**config.mk**
```make
export PLATFORM = sky130hd
export DESIGN_NAME = queue_delay_ewma_estimator_top_flat
export DESIGN_NICKNAME = d
export VERILOG_FILES = /design/src/design/qde_pkg.sv /design/src/design/qde_in_if.sv /design/src/design/qde_out_if.sv /design/src/design/qde_ctrl.sv /design/src/design/qde_dpath.sv /design/src/design/queue_delay_ewma_estimator_top.sv /design/src/flat_wrapper.sv
export SDC_FILE = /design/constraint.sdc
export NUM_CORES = 2
export LEC_CHECK = 0
export BUFFER_PORTS_ARGS = -buffer_cell sky130_fd_sc_hd__clkbuf_2
export CORE_UTILIZATION = 40
export DETAILED_ROUTE_END_ITERATION = 12
export SYNTH_ARGS = -nofsm -noshare
export SYNTH_HDL_FRONTEND = slang
export SYNTH_HIERARCHICAL = 1
export SYNTH_SLANG_ARGS = --single-unit
```
**constraint.sdc**
```tcl
create_clock -name clk_i -period 24.4 [get_ports clk_i]
set_clock_uncertainty 0.1 [all_clocks]
set_input_delay 2.44 -clock clk_i [delete_from_list [all_inputs] [get_ports clk_i]]
set_output_delay 2.44 -clock clk_i [all_outputs]
set_load 0.01 [all_outputs]
```
**src/design/qde_pkg.sv**
```systemverilog
package qde_pkg;

  // sizes of the request and result fields
  localparam int NUM_PORTS    = 4;
  localparam int PORT_W       = 2;
  localparam int BYTES_W      = 16;
  localparam int MAX_SNAPSHOT = 1024;
  localparam int CNT_W        = 11;
  localparam int DELAY_W      = 40;

  // accumulator and divider widths
  localparam int RUN_W  = 27;
  localparam int PSUM_W = 37;
  localparam int FRAC_W = 8;
  localparam int DIVD_W = PSUM_W + FRAC_W;
  localparam int STEP_W = $clog2(DIVD_W);

  // scaling by the per-byte time, split into two partial products
  localparam int NS_W      = 24;
  localparam int NS_FRAC_W = 16;
  localparam int MUL_LO_W  = 23;
  localparam int MUL_HI_W  = DIVD_W - MUL_LO_W;
  localparam int PROD_W    = MUL_LO_W + NS_W;
  localparam int HI_PROD_W = MUL_HI_W + NS_W;
  localparam int SCALE_W   = HI_PROD_W + MUL_LO_W - NS_FRAC_W + 1;

  // smoothing weights in 1/256 units
  localparam int WGT_W    = 8;
  localparam int OLD_PR_W = DELAY_W + WGT_W;
  localparam int NEW_PR_W = DELAY_W + 6;
  localparam int WSUM_W   = OLD_PR_W + 1;
  localparam logic [WGT_W-1:0] W_OLD = 8'd205;
  localparam logic [WGT_W-1:0] W_NEW = 8'd51;

  // register port
  localparam int APB_ADDR_W = 3;
  localparam int APB_DATA_W = 32;
  localparam int REG_IDX_W  = 1;
  localparam logic [REG_IDX_W-1:0] REG_NS_PER_BYTE = 1'b0;
  localparam logic [NS_W-1:0]      NS_RESET        = 24'd256128;

  // commands from the controller
  typedef struct packed {
    logic acc_en;
    logic div_load;
    logic div_step;
    logic mul_lo;
    logic mul_hi;
    logic scale;
    logic w_old;
    logic w_new;
    logic emit;
  } qde_cmd_t;

  // status back to the controller
  typedef struct packed {
    logic div_last;
    logic out_free;
  } qde_sts_t;

endpackage

```
**src/design/qde_in_if.sv**
```systemverilog
interface qde_in_if import qde_pkg::*; ();
  logic               valid;
  logic               ready;
  logic [PORT_W-1:0]  port_index;
  logic [BYTES_W-1:0] packet_bytes;
  logic               last_in_snapshot;

  modport source (output valid, port_index, packet_bytes, last_in_snapshot, input ready);
  modport sink   (input valid, port_index, packet_bytes, last_in_snapshot, output ready);
endinterface

```
**src/design/qde_out_if.sv**
```systemverilog
interface qde_out_if import qde_pkg::*; ();
  logic               valid;
  logic               ready;
  logic [PORT_W-1:0]  port_out;
  logic [DELAY_W-1:0] sample_delay_q8;
  logic [DELAY_W-1:0] smoothed_delay_q8;
  logic [CNT_W-1:0]   packets_counted;

  modport source (output valid, port_out, sample_delay_q8, smoothed_delay_q8,
                  packets_counted, input ready);
  modport sink   (input valid, port_out, sample_delay_q8, smoothed_delay_q8,
                  packets_counted, output ready);
endinterface

```
**src/design/qde_ctrl.sv**
```systemverilog
module qde_ctrl import qde_pkg::*; (
  input  logic     clk_i,
  input  logic     rst_ni,
  input  logic     in_valid_i,
  input  logic     in_last_i,
  output logic     in_ready_o,
  input  qde_sts_t sts_i,
  output qde_cmd_t cmd_o
);

  typedef enum logic [7:0] {
    ST_ACCUM  = 8'b0000_0001,
    ST_DIV    = 8'b0000_0010,
    ST_MUL_LO = 8'b0000_0100,
    ST_MUL_HI = 8'b0000_1000,
    ST_SCALE  = 8'b0001_0000,
    ST_W_OLD  = 8'b0010_0000,
    ST_W_NEW  = 8'b0100_0000,
    ST_EMIT   = 8'b1000_0000
  } state_e;

  state_e state_q, state_d;

  // next state and commands
  always_comb begin
    state_d    = state_q;
    cmd_o      = '0;
    in_ready_o = 1'b0;
    case (state_q)
      ST_ACCUM: begin
        in_ready_o = 1'b1;
        if (in_valid_i) begin
          cmd_o.acc_en = 1'b1;
          if (in_last_i) begin
            cmd_o.div_load = 1'b1;
            state_d        = ST_DIV;
          end
        end
      end
      ST_DIV: begin
        cmd_o.div_step = 1'b1;
        if (sts_i.div_last) begin
          state_d = ST_MUL_LO;
        end
      end
      ST_MUL_LO: begin
        cmd_o.mul_lo = 1'b1;
        state_d      = ST_MUL_HI;
      end
      ST_MUL_HI: begin
        cmd_o.mul_hi = 1'b1;
        state_d      = ST_SCALE;
      end
      ST_SCALE: begin
        cmd_o.scale = 1'b1;
        state_d     = ST_W_OLD;
      end
      ST_W_OLD: begin
        cmd_o.w_old = 1'b1;
        state_d     = ST_W_NEW;
      end
      ST_W_NEW: begin
        cmd_o.w_new = 1'b1;
        state_d     = ST_EMIT;
      end
      ST_EMIT: begin
        if (sts_i.out_free) begin
          cmd_o.emit = 1'b1;
          state_d    = ST_ACCUM;
        end
      end
      default: begin
        state_d = ST_ACCUM;
      end
    endcase
  end

  // state register
  always_ff @(posedge clk_i or negedge rst_ni) begin
    if (!rst_ni) begin
      state_q <= ST_ACCUM;
    end else begin
      state_q <= state_d;
    end
  end

  // the last packet of a snapshot always starts a divide
  a_last_starts_div: assert property (@(posedge clk_i) disable iff (!rst_ni)
    cmd_o.div_load |=> state_q == ST_DIV)
    else $error("divide not started after last packet");

  // the divide runs until its final step
  a_div_holds: assert property (@(posedge clk_i) disable iff (!rst_ni)
    (state_q == ST_DIV) && !sts_i.div_last |=> state_q == ST_DIV)
    else $error("divide left early");

endmodule

```
**src/design/qde_dpath.sv**
```systemverilog
module qde_dpath import qde_pkg::*; (
  input  logic               clk_i,
  input  logic               rst_ni,
  input  qde_cmd_t           cmd_i,
  output qde_sts_t           sts_o,
  input  logic [NS_W-1:0]    ns_per_byte_i,
  input  logic [PORT_W-1:0]  in_port_i,
  input  logic [BYTES_W-1:0] in_bytes_i,
  output logic               out_valid_o,
  input  logic               out_ready_i,
  output logic [PORT_W-1:0]  out_port_o,
  output logic [DELAY_W-1:0] out_sample_o,
  output logic [DELAY_W-1:0] out_smoothed_o,
  output logic [CNT_W-1:0]   out_count_o
);

  // snapshot accumulators
  logic [RUN_W-1:0]  run_q;
  logic [PSUM_W-1:0] psum_q;
  logic [CNT_W-1:0]  cnt_q;
  logic              cnt_full;
  logic [RUN_W-1:0]  run_sum;
  logic [PSUM_W-1:0] psum_sum;
  logic [PSUM_W-1:0] psum_take;
  logic [CNT_W-1:0]  cnt_take;

  // divider
  logic [DIVD_W-1:0] quot_q;
  logic [CNT_W-1:0]  rem_q;
  logic [CNT_W-1:0]  divisor_q;
  logic [STEP_W-1:0] step_q;
  logic [CNT_W:0]    rem_sh;
  logic [CNT_W:0]    rem_sub;
  logic              quot_bit;

  // scaling
  logic [MUL_LO_W-1:0]  mul_a;
  logic [PROD_W-1:0]    prod;
  logic [PROD_W-1:0]    lo_prod_q;
  logic [HI_PROD_W-1:0] hi_prod_q;
  logic [SCALE_W-1:0]   scaled;
  logic [DELAY_W-1:0]   sample_q;

  // smoothing
  logic [DELAY_W-1:0]  store_q [NUM_PORTS];
  logic [PORT_W-1:0]   port_q;
  logic [DELAY_W-1:0]  old_val;
  logic                old_zero_q;
  logic [OLD_PR_W-1:0] old_prod_q;
  logic [NEW_PR_W-1:0] new_prod_q;
  logic [WSUM_W-1:0]   wsum;
  logic [DELAY_W-1:0]  blended;
  logic [DELAY_W-1:0]  upd;

  // result register
  logic               out_valid_q;
  logic [PORT_W-1:0]  out_port_q;
  logic [DELAY_W-1:0] out_sample_q;
  logic [DELAY_W-1:0] out_smoothed_q;
  logic [CNT_W-1:0]   out_count_q;

  // per-packet prefix sums, held once the count saturates
  assign cnt_full  = cnt_q >= CNT_W'(MAX_SNAPSHOT);
  assign run_sum   = run_q + RUN_W'(in_bytes_i);
  assign psum_sum  = psum_q + PSUM_W'(run_sum);
  assign psum_take = cnt_full ? psum_q : psum_sum;
  assign cnt_take  = cnt_full ? cnt_q : cnt_q + CNT_W'(1);

  always_ff @(posedge clk_i or negedge rst_ni) begin
    if (!rst_ni) begin
      run_q  <= '0;
      psum_q <= '0;
      cnt_q  <= '0;
    end else if (cmd_i.acc_en) begin
      if (cmd_i.div_load) begin
        run_q  <= '0;
        psum_q <= '0;
        cnt_q  <= '0;
      end else if (!cnt_full) begin
        run_q  <= run_sum;
        psum_q <= psum_sum;
        cnt_q  <= cnt_take;
      end
    end
  end

  // restoring divide, one quotient bit a cycle
  assign rem_sh   = {rem_q, quot_q[DIVD_W-1]};
  assign quot_bit = rem_sh >= {1'b0, divisor_q};
  assign rem_sub  = rem_sh - {1'b0, divisor_q};

  always_ff @(posedge clk_i) begin
    if (cmd_i.div_load) begin
      quot_q    <= {psum_take, FRAC_W'(0)};
      rem_q     <= '0;
      divisor_q <= cnt_take;
      step_q    <= '0;
      port_q    <= PORT_W'(in_port_i % NUM_PORTS);
    end else if (cmd_i.div_step) begin
      quot_q <= {quot_q[DIVD_W-2:0], quot_bit};
      rem_q  <= quot_bit ? rem_sub[CNT_W-1:0] : rem_sh[CNT_W-1:0];
      step_q <= step_q + STEP_W'(1);
    end
  end

  assign sts_o.div_last = step_q == STEP_W'(DIVD_W - 1);

  // one shared multiplier for the two halves of the mean
  assign mul_a = cmd_i.mul_hi ? MUL_LO_W'(quot_q[DIVD_W-1:MUL_LO_W]) : quot_q[MUL_LO_W-1:0];
  assign prod  = mul_a * ns_per_byte_i;

  // recombine and drop the per-byte fraction, then saturate
  assign scaled = {1'b0, hi_prod_q, (MUL_LO_W - NS_FRAC_W)'(0)}
                + SCALE_W'(lo_prod_q[PROD_W-1:NS_FRAC_W]);

  always_ff @(posedge clk_i) begin
    if (cmd_i.mul_lo) begin
      lo_prod_q <= prod;
    end
    if (cmd_i.mul_hi) begin
      hi_prod_q <= prod[HI_PROD_W-1:0];
    end
    if (cmd_i.scale) begin
      sample_q <= (scaled[SCALE_W-1:DELAY_W] != '0) ? '1 : scaled[DELAY_W-1:0];
    end
  end

  // weighted old and new terms
  assign old_val = store_q[port_q];

  always_ff @(posedge clk_i) begin
    if (cmd_i.w_old) begin
      old_prod_q <= OLD_PR_W'(old_val) * OLD_PR_W'(W_OLD);
      old_zero_q <= old_val == '0;
    end
    if (cmd_i.w_new) begin
      new_prod_q <= NEW_PR_W'(sample_q) * NEW_PR_W'(W_NEW);
    end
  end

  assign wsum    = WSUM_W'(old_prod_q) + WSUM_W'(new_prod_q);
  assign blended = (wsum[WSUM_W-1:DELAY_W+WGT_W] != '0) ? '1 : wsum[DELAY_W+WGT_W-1:WGT_W];
  assign upd     = old_zero_q ? sample_q : blended;

  // per-port smoothed delays
  always_ff @(posedge clk_i or negedge rst_ni) begin
    if (!rst_ni) begin
      for (int p = 0; p < NUM_PORTS; p++) begin
        store_q[p] <= '0;
      end
    end else if (cmd_i.emit) begin
      store_q[port_q] <= upd;
    end
  end

  // result register
  always_ff @(posedge clk_i or negedge rst_ni) begin
    if (!rst_ni) begin
      out_valid_q <= 1'b0;
    end else if (cmd_i.emit) begin
      out_valid_q <= 1'b1;
    end else if (out_ready_i) begin
      out_valid_q <= 1'b0;
    end
  end

  always_ff @(posedge clk_i) begin
    if (cmd_i.emit) begin
      out_port_q     <= port_q;
      out_sample_q   <= sample_q;
      out_smoothed_q <= upd;
      out_count_q    <= divisor_q;
    end
  end

  assign sts_o.out_free = !out_valid_q || out_ready_i;
  assign out_valid_o    = out_valid_q;
  assign out_port_o     = out_port_q;
  assign out_sample_o   = out_sample_q;
  assign out_smoothed_o = out_smoothed_q;
  assign out_count_o    = out_count_q;

  // the packet count never passes the snapshot limit
  a_cnt_limit: assert property (@(posedge clk_i) disable iff (!rst_ni)
    cnt_q <= CNT_W'(MAX_SNAPSHOT))
    else $error("packet count beyond limit");

  // a divide always starts with a non-zero divisor
  a_divisor_nonzero: assert property (@(posedge clk_i) disable iff (!rst_ni)
    cmd_i.div_load |=> divisor_q != '0)
    else $error("zero divisor loaded");

  // partial remainder stays below the divisor
  a_rem_bound: assert property (@(posedge clk_i) disable iff (!rst_ni)
    cmd_i.div_step |=> rem_q < divisor_q)
    else $error("remainder out of range");

endmodule

```
**src/design/queue_delay_ewma_estimator_top.sv**
```systemverilog
// Queueing-delay estimator: takes one port queue snapshot as a stream of packet lengths
// (last packet marked), accumulates byte prefix sums, and on the last packet divides the sum
// of prefix sums by the packet count, scales the mean by ns_per_byte_q16 (register 0, Q16)
// and blends it into that port's smoothed delay with weights 205/256 old, 51/256 new (a
// stored zero is replaced outright); one result per snapshot, delays in ns Q8. Every
// packet that is not last is taken without the input being held off. After the last packet
// the input is held off through the 45-step restoring divider, two passes through the
// shared scaling multiplier, a saturation step, two smoothing steps and the write of the
// result register, which waits while the previous result holds the output register.
module queue_delay_ewma_estimator_top import qde_pkg::*; (
  input  logic                  clk_i,
  input  logic                  rst_ni,
  qde_in_if.sink                in_i,
  qde_out_if.source             out_o,
  input  logic                  psel,
  input  logic                  penable,
  input  logic                  pwrite,
  input  logic [APB_ADDR_W-1:0] paddr,
  input  logic [APB_DATA_W-1:0] pwdata,
  output logic [APB_DATA_W-1:0] prdata,
  output logic                  pready
);

  qde_cmd_t         cmd;
  qde_sts_t         sts;
  logic [NS_W-1:0]  ns_q;
  logic             reg_hit;
  logic             in_ready;

  // configuration register
  assign pready  = 1'b1;
  assign reg_hit = paddr[APB_ADDR_W-1 -: REG_IDX_W] == REG_NS_PER_BYTE;

  always_ff @(posedge clk_i or negedge rst_ni) begin
    if (!rst_ni) begin
      ns_q <= NS_RESET;
    end else if (psel && penable && pwrite && reg_hit) begin
      ns_q <= pwdata[NS_W-1:0];
    end
  end

  assign prdata = reg_hit ? {(APB_DATA_W - NS_W)'(0), ns_q} : '0;

  // controller
  qde_ctrl u_ctrl (
    .clk_i      (clk_i),
    .rst_ni     (rst_ni),
    .in_valid_i (in_i.valid),
    .in_last_i  (in_i.last_in_snapshot),
    .in_ready_o (in_ready),
    .sts_i      (sts),
    .cmd_o      (cmd)
  );

  assign in_i.ready = in_ready;

  // datapath
  qde_dpath u_dpath (
    .clk_i          (clk_i),
    .rst_ni         (rst_ni),
    .cmd_i          (cmd),
    .sts_o          (sts),
    .ns_per_byte_i  (ns_q),
    .in_port_i      (in_i.port_index),
    .in_bytes_i     (in_i.packet_bytes),
    .out_valid_o    (out_o.valid),
    .out_ready_i    (out_o.ready),
    .out_port_o     (out_o.port_out),
    .out_sample_o   (out_o.sample_delay_q8),
    .out_smoothed_o (out_o.smoothed_delay_q8),
    .out_count_o    (out_o.packets_counted)
  );

endmodule
```
**src/flat_wrapper.sv**
```systemverilog
// flat-port wrapper written by rule: the top's interface ports become plain ports
module queue_delay_ewma_estimator_top_flat import qde_pkg::*;
  (clk_i, rst_ni, psel, penable, pwrite, paddr, pwdata, prdata, pready, in_i_valid, in_i_port_index, in_i_packet_bytes, in_i_last_in_snapshot, in_i_ready, out_o_valid, out_o_port_out, out_o_sample_delay_q8, out_o_smoothed_delay_q8, out_o_packets_counted, out_o_ready);
  qde_in_if in_i_i ();
  qde_out_if out_o_i ();
  input  logic clk_i;
  input  logic rst_ni;
  input  logic psel;
  input  logic penable;
  input  logic pwrite;
  input  logic [APB_ADDR_W-1:0] paddr;
  input  logic [APB_DATA_W-1:0] pwdata;
  output logic [APB_DATA_W-1:0] prdata;
  output logic pready;
  input wire logic [$bits(in_i_i.valid)-1:0] in_i_valid;
  input wire logic [$bits(in_i_i.port_index)-1:0] in_i_port_index;
  input wire logic [$bits(in_i_i.packet_bytes)-1:0] in_i_packet_bytes;
  input wire logic [$bits(in_i_i.last_in_snapshot)-1:0] in_i_last_in_snapshot;
  output wire logic [$bits(in_i_i.ready)-1:0] in_i_ready;
  output wire logic [$bits(out_o_i.valid)-1:0] out_o_valid;
  output wire logic [$bits(out_o_i.port_out)-1:0] out_o_port_out;
  output wire logic [$bits(out_o_i.sample_delay_q8)-1:0] out_o_sample_delay_q8;
  output wire logic [$bits(out_o_i.smoothed_delay_q8)-1:0] out_o_smoothed_delay_q8;
  output wire logic [$bits(out_o_i.packets_counted)-1:0] out_o_packets_counted;
  input wire logic [$bits(out_o_i.ready)-1:0] out_o_ready;
  assign in_i_i.valid = in_i_valid;
  assign in_i_i.port_index = in_i_port_index;
  assign in_i_i.packet_bytes = in_i_packet_bytes;
  assign in_i_i.last_in_snapshot = in_i_last_in_snapshot;
  assign in_i_ready = in_i_i.ready;
  assign out_o_valid = out_o_i.valid;
  assign out_o_port_out = out_o_i.port_out;
  assign out_o_sample_delay_q8 = out_o_i.sample_delay_q8;
  assign out_o_smoothed_delay_q8 = out_o_i.smoothed_delay_q8;
  assign out_o_packets_counted = out_o_i.packets_counted;
  assign out_o_i.ready = out_o_ready;
  queue_delay_ewma_estimator_top u_core (.clk_i(clk_i), .rst_ni(rst_ni), .in_i(in_i_i), .out_o(out_o_i), .psel(psel), .penable(penable), .pwrite(pwrite), .paddr(paddr), .pwdata(pwdata), .prdata(prdata), .pready(pready));
endmodule
```
Yosys cells after proc, flatten, opt, wreduce, memory -nomap -nowiden --
Index checks and enable logic that the tools add are counted.
Operators by class: $add $sub $neg 7, multiply operators 3, order comparisons 4, equality and inequality tests 14, mux-type cells 39, bitwise operators 2, reductions and logical operators 12
Operators by type and width (number):
- 40-bit 2-to-1 mux | 5
- 160-bit bitwise mux | 1
- 45-bit 2-to-1 mux | 2
- 40-bit binary-select mux with 2-bit select | 1
- 40-bit demux with 2-bit select | 1
- 37-bit 2-to-1 mux | 2
- 8-bit one-hot mux with 8 select lines | 1
- 53-bit by 31-bit adder with 54-bit output | 1
- 27-bit 2-to-1 mux | 2
- 48-bit by 46-bit adder with 49-bit output | 1
- 40-bit by 8-bit multiplier with 48-bit output (second input constant) | 1
- 23-bit by 24-bit multiplier with 47-bit output | 1
- 40-bit by 6-bit multiplier with 46-bit output (second input constant) | 1
- 11-bit 2-to-1 mux | 4
- 40-bit zero test | 1
- 37-bit by 27-bit adder with 37-bit output | 1
- 8-bit 2-to-1 mux | 4
- 27-bit by 16-bit adder with 27-bit output | 1
- 24-bit 2-to-1 mux | 1
- 23-bit 2-to-1 mux | 1
- 14-bit nonzero test | 1
- 12-bit by 11-bit greater-or-equal comparator with 1-bit output | 1
- 1-bit 2-to-1 mux | 12
- 11-bit by 1-bit adder with 11-bit output (second input constant) | 1
- other kinds (25) | 33
Word-level totals: register bits 664, input port bits 61, output and inout port bits 128, logic and storage cells 107

Longest topological paths before layout --
depth after elaboration 6, gate-level depth with buffers 33, mapped depth without buffers 30

Modules after synthesis --
The synthesis kept the hierarchy.
By module, submodules not included:
- qde_dpath | instances 1, cells an instance 5899, area each 58920.3 um^2, sequential area each 17066.4 um^2
- queue_delay_ewma_estimator_top | instances 1, cells an instance 88, area each 1236.2 um^2, sequential area each 609.3 um^2
- qde_ctrl | instances 1, cells an instance 52, area each 488.0 um^2, sequential area each 201.4 um^2

Least setup slack after synthesis --
Ideal clock, no wire load.
path type flip-flop to flip-flop, from register u_core.u_ctrl.state_q[4], to register u_core.u_dpath.lo_prod_q[46] (data pin), setup time 264 ps, arrival 11981 ps, data required time 24036 ps, setup slack 12056 ps, cell stages (with the launch flop) 32, period minus slack after synthesis 12344 ps, path through dfrtp_1 -> buf_2 -> nor4_1 -> nand2_1 -> nor3b_1 -> buf_1 -> mux2_2 -> clkbuf_1 -> and2_1 -> fa_1 -> inv_1 -> fa_1 -> fa_1 -> inv_1 -> fa_1 -> inv_1 -> fa_1 -> fa_1 -> fa_1 -> inv_1 -> ha_1 -> clkbuf_1 -> a21oi_1 -> o211ai_1 -> a311o_1 -> a31oi_1 -> o2111a_1 -> nor2_1 -> a211oi_1 -> o21ai_1 -> a211oi_1 -> xnor2_1
RTL lines:
- from (decl) | RTL line qde_ctrl.sv:22 | state_e state_q, state_d;
- from (signal assigned) | RTL line qde_ctrl.sv:83 | state_q <= state_d;
- to (signal assigned) | RTL line qde_dpath.sv:118 | lo_prod_q <= prod;
- to (decl) | RTL line qde_dpath.sv:39 | logic [PROD_W-1:0] lo_prod_q;

==> metrics list <==
* WP data required: between 20 and 25 ns
- Broken down by cell family, the worst path's largest delay share belongs to adder cells.
* Post-synth EDFFs: ~360
- Dividing the detail-routed wire length by the instance count gives ~18 microns.
- Tmin final: around 10 ns
* Gp weighted congestion: 0.882
- Crit Reg-Reg Startpoint: u_core/u_ctrl/state_q[1]$_DFFE_PN0P_
* First drt pass iteration count: 7
- Netlist area before placement: between 60000 and 70000 sq um
* Number of cells upsized or downsized after cts: 0
- Distinct cell type count after synthesis: roughly 90
* Count of port buffers added during placement: 169
- The compound-cell area share of the yosys netlist came to 0.116.
- The worst setup path is captured at a flop.
- Slew margin rel.: 0.202
* Final Slew Violations: 0
* Number of warning messages in the yosys log: 6
* Proportion of register bits with asynchronous set or reset after synthesis: 0.414
- Clock Root Buffer: sky130_fd_sc_hd__clkbuf_16
- Share of synthesized cell area in full adder, half adder and majority cells: 0.327
- In this run the core area contains between 100 and 150 standard-cell rows.
* Synth Area in Simple Gates: 0.122
* Clock insertion delay at the later pin of the skew report: around 0.71 ns
- Number of hold-slack violations in the final timing report: 0
- Worst hold path startpoint: u_core/u_dpath/divisor_q[6]$_DFFE_PP_
- Most frequent cell on the critical path: sky130_fd_sc_hd__fa_1
* Main combinational cell family by area after synthesis: adder cells
- Post-route DRC: 0
* Highest achievable clock rate: between 0.09 and 0.1 GHz
- Of the available clock period, the critical path in the final layout requires 0.425.
* Max Root-Sink Buffers: 3
* Vertical extent of the die: slightly below 400 microns
- The tool flagged a number of max-cap violations equal to 0.
* Tightest Hold Check Type: reg2reg
- The tree built by TritonCTS fans out to 648 sinks.
- Finish-stage setup viols: 0
- Area growth from synthesis to final layout: 8.97%
- CTS H-tree depth: 3
* Post-synthesis mux area share: 0.0296
- Setup repair after global routing left no endpoint under its margin.
* Hold Path Stages: 0
* Die boundary width: slightly below 400 microns
- 0 antenna diodes ended up in the layout.
- Post-synthesis register bit count: between 600 and 700
- Entering global routing, the biggest net connects 94 pins.
- The count of nets left with antenna violations once routing finished came out at 0.
* Fraction of the yosys area taken by sequential cells: 0.295
* Share of post-route cells with drive strength above 1: 0.0802
- Counting the buffers created by CTS gives roughly 80.
- Critical setup path kind: reg2reg
* Core area: ~150000 sq um
- The worst setup path is launched from a flop.
* Nets: around 7400
* Sum of routed wire length over all layers: between 150000 and 200000 microns
- Global routing finished with a remaining overflow of 0.
* Syn_area_per_cell: between 10 and 15 sq um
- First-pass GRT wire length: about 240000 microns
* Most used flip-flop cell after synthesis: sky130_fd_sc_hd__edfxtp_1
* Slew at the pin closest to its max-slew limit: 1.20 ns
- In the global route stage, overall resource usage came out at 0.201.
- CP max-delay cell: sky130_fd_sc_hd__mux2_2
- The number of global-route vias before repair came to between 40000 and 50000.
* Number of DRC markers in iteration 0: between 2000 and 2500
- Fill count: around 14000
- 189 I/O pins were placed.
* R2R Setup Slk: approximately 14 ns
- In this run, post-CTS hold repair placed 0 buffers.
- Effective utilization at floorplan: 0.404
- Buffering stage count on the worst path with inverters included: 5
- The detailed router placed ~43000 vias in this run.
- Post-Synthesis Cells: between 6000 and 7000
- Data arrival time of the critical path: roughly 11 ns
* R2R cell count: 28
- The worst register-to-register path ends at u_core/u_dpath/lo_prod_q[46]$_DFFE_PP_.
* End of the worst hold path: u_core/u_dpath/out_count_o[6]$_DFFE_PP_
* Initial antenna violation count: 2
- Once the clock tree was built, the setup fixing pass inserted 0 buffers.
- Setup TNS: 0 ns
- Full die area: about 150000 sq um
- Clock Pin Slew Worst Setup and Hold Paths: ~0.070 ns
- Half-perimeter wire length after detailed placement: 116000 microns
- Of the total synthesized cell area, the portion taken by XOR and XNOR cells is 0.0381.
- Detailed-route vias per instance: around 5.2
- Largest driver fanout on the critical path: 69
* Status: finished, final reports clean
- On the worst path, the slowest cell contributes a delay of between 0.7 and 0.8 ns.
- TritonCTS clock tree: built
==> registers in the layout, summed over array words and instances (netlist names), 11 cells and up <==
register / count
u_core/u_dpath/sample_q: 40
u_core/u_dpath/lo_prod_q: 31
u_core/u_dpath/out_count_o: 11
u_core/u_dpath/rem_q: 11
u_core/u_dpath/run_q: 27
u_core/u_dpath/hi_prod_q: 46
u_core/ns_q: 24
u_core/u_dpath/quot_q: 45
u_core/u_dpath/psum_q: 37
u_core/u_dpath/old_prod_q: 48
u_core/u_dpath/store_q: 160
u_core/u_dpath/new_prod_q: 46
u_core/u_dpath/cnt_q: 11
u_core/u_dpath/out_smoothed_o: 40
u_core/u_dpath/out_sample_o: 40
u_core/u_dpath/divisor_q: 11
==> layout make-up <==
class | instances | area, sq um | share of cell area
tap | 2016 | 2520 | 0.0382
multi-input combinational | 4254 | 38500 | 0.582
inverter | 893 | 3350 | 0.0507
timing repair buffer | 215 | 1200 | 0.0182
clock buffer | 99 | 2100 | 0.0318
clock inverter | 48 | 556 | 0.00841
sequential | 648 | 17900 | 0.271
==> cells by family after synthesis <==
kind of cell / Yosys count
and+or+nand+nor: 1543
muxes: 116
AOI/OAI and AO/OA: 1124
xor gates and xnor gates: 264
DFF: 648
other: 2
adders and majority gates: 1198
buffers and inverters: 1144
==> metrics by stage <==
step | utilization | instance area [sq um] | hold slack (ns) | std cells | worst slack [ns]
floorplan | - | 60700 | 0.324 | 6046 | 12.06
global placement | 0.422 | 63400 | 0.335 | 8026 | 14.26
detailed placement | 0.422 | 63400 | 0.340 | 8026 | 14.19
CTS | 0.440 | 66100 | 0.354 | 8173 | 14.11
global route | 0.440 | 66100 | 0.368 | 8173 | 13.46
finish | 0.440 | 66100 | 0.353 | 8173 | 14.02
==> layer usage <==
metal / part of all wire / track usage / vias to the layer above / routed length (microns)
li1: - / - / 20300 / -
met1: 0.44 / 0.262 / 21400 / 66800
met5: 0 / 0 / - / 0
met2: 0.49 / 0.349 / 881 / 74200
met3: 0.042 / 0.0271 / 210 / 6280
met4: 0.026 / 0.0535 / 0 / 3880
==> worst max-delay path by stage <==
stage | startpoint | endpoint | slack (ns) | depth (start not counted)
floorplan | u_core/u_ctrl/state_q[4]$_DFFE_PN0P_ | u_core/u_dpath/lo_prod_q[46]$_DFFE_PP_ | 12.06 | 31
global placement | u_core/u_ctrl/state_q[1]$_DFFE_PN0P_ | u_core/u_dpath/lo_prod_q[46]$_DFFE_PP_ | 14.26 | 28
detailed placement | u_core/u_ctrl/state_q[1]$_DFFE_PN0P_ | u_core/u_dpath/lo_prod_q[46]$_DFFE_PP_ | 14.19 | 28
CTS | u_core/u_ctrl/state_q[1]$_DFFE_PN0P_ | u_core/u_dpath/lo_prod_q[46]$_DFFE_PP_ | 14.11 | 28
global route | u_core/u_ctrl/state_q[1]$_DFFE_PN0P_ | u_core/u_dpath/lo_prod_q[46]$_DFFE_PP_ | 13.46 | 28
finish | u_core/u_ctrl/state_q[1]$_DFFE_PN0P_ | u_core/u_dpath/lo_prod_q[46]$_DFFE_PP_ | 14.02 | 28
==> cell usage in the layout (no fill, tap or decap), types with 81 or more instances in the layout <==
cell and n:
sky130_fd_sc_hd__inv_1 891, sky130_fd_sc_hd__fa_1 643, sky130_fd_sc_hd__xnor2_1 153, sky130_fd_sc_hd__a21oi_1 249
sky130_fd_sc_hd__edfxtp_1 355, sky130_fd_sc_hd__clkbuf_16 81, sky130_fd_sc_hd__xor2_1 111, sky130_fd_sc_hd__nand2_1 714
sky130_fd_sc_hd__and2_1 264, sky130_fd_sc_hd__clkbuf_2 168, sky130_fd_sc_hd__o21ai_0 363, sky130_fd_sc_hd__dfrtp_1 260
sky130_fd_sc_hd__a21o_1 117, sky130_fd_sc_hd__nor2_1 163, sky130_fd_sc_hd__ha_1 555
==> synth_stat cells (all sizes together) (25+ instances only) <==
cell	instances	area, sq um
a21o	117	878
ha	555	6940
buf	31	206
nor2	166	623
o21a	25	188
dfrtp	260	6510
dfxtp	25	500
a22o	39	342
mux2i	29	290
mux4	40	901
a31oi	44	275
a21oi	250	1250
nand2b	44	275
o21bai	28	210
clkbuf	220	827
and3	34	213
mux2	47	604
and2	267	1670
xor2	111	972
edfxtp	355	10700
o21ai	369	1850
nand3	75	375
nor3	40	205
o31ai	35	263
fa	643	12900
o22ai	38	238
xnor2	153	1340
nand4	63	394
inv	892	3350
nand2	725	2750
nor2b	48	300
a211oi	30	225
Power is left out: the tool's default activity adds up to more than one toggle a clock period on the data nets, which glitch-free logic cannot reach.
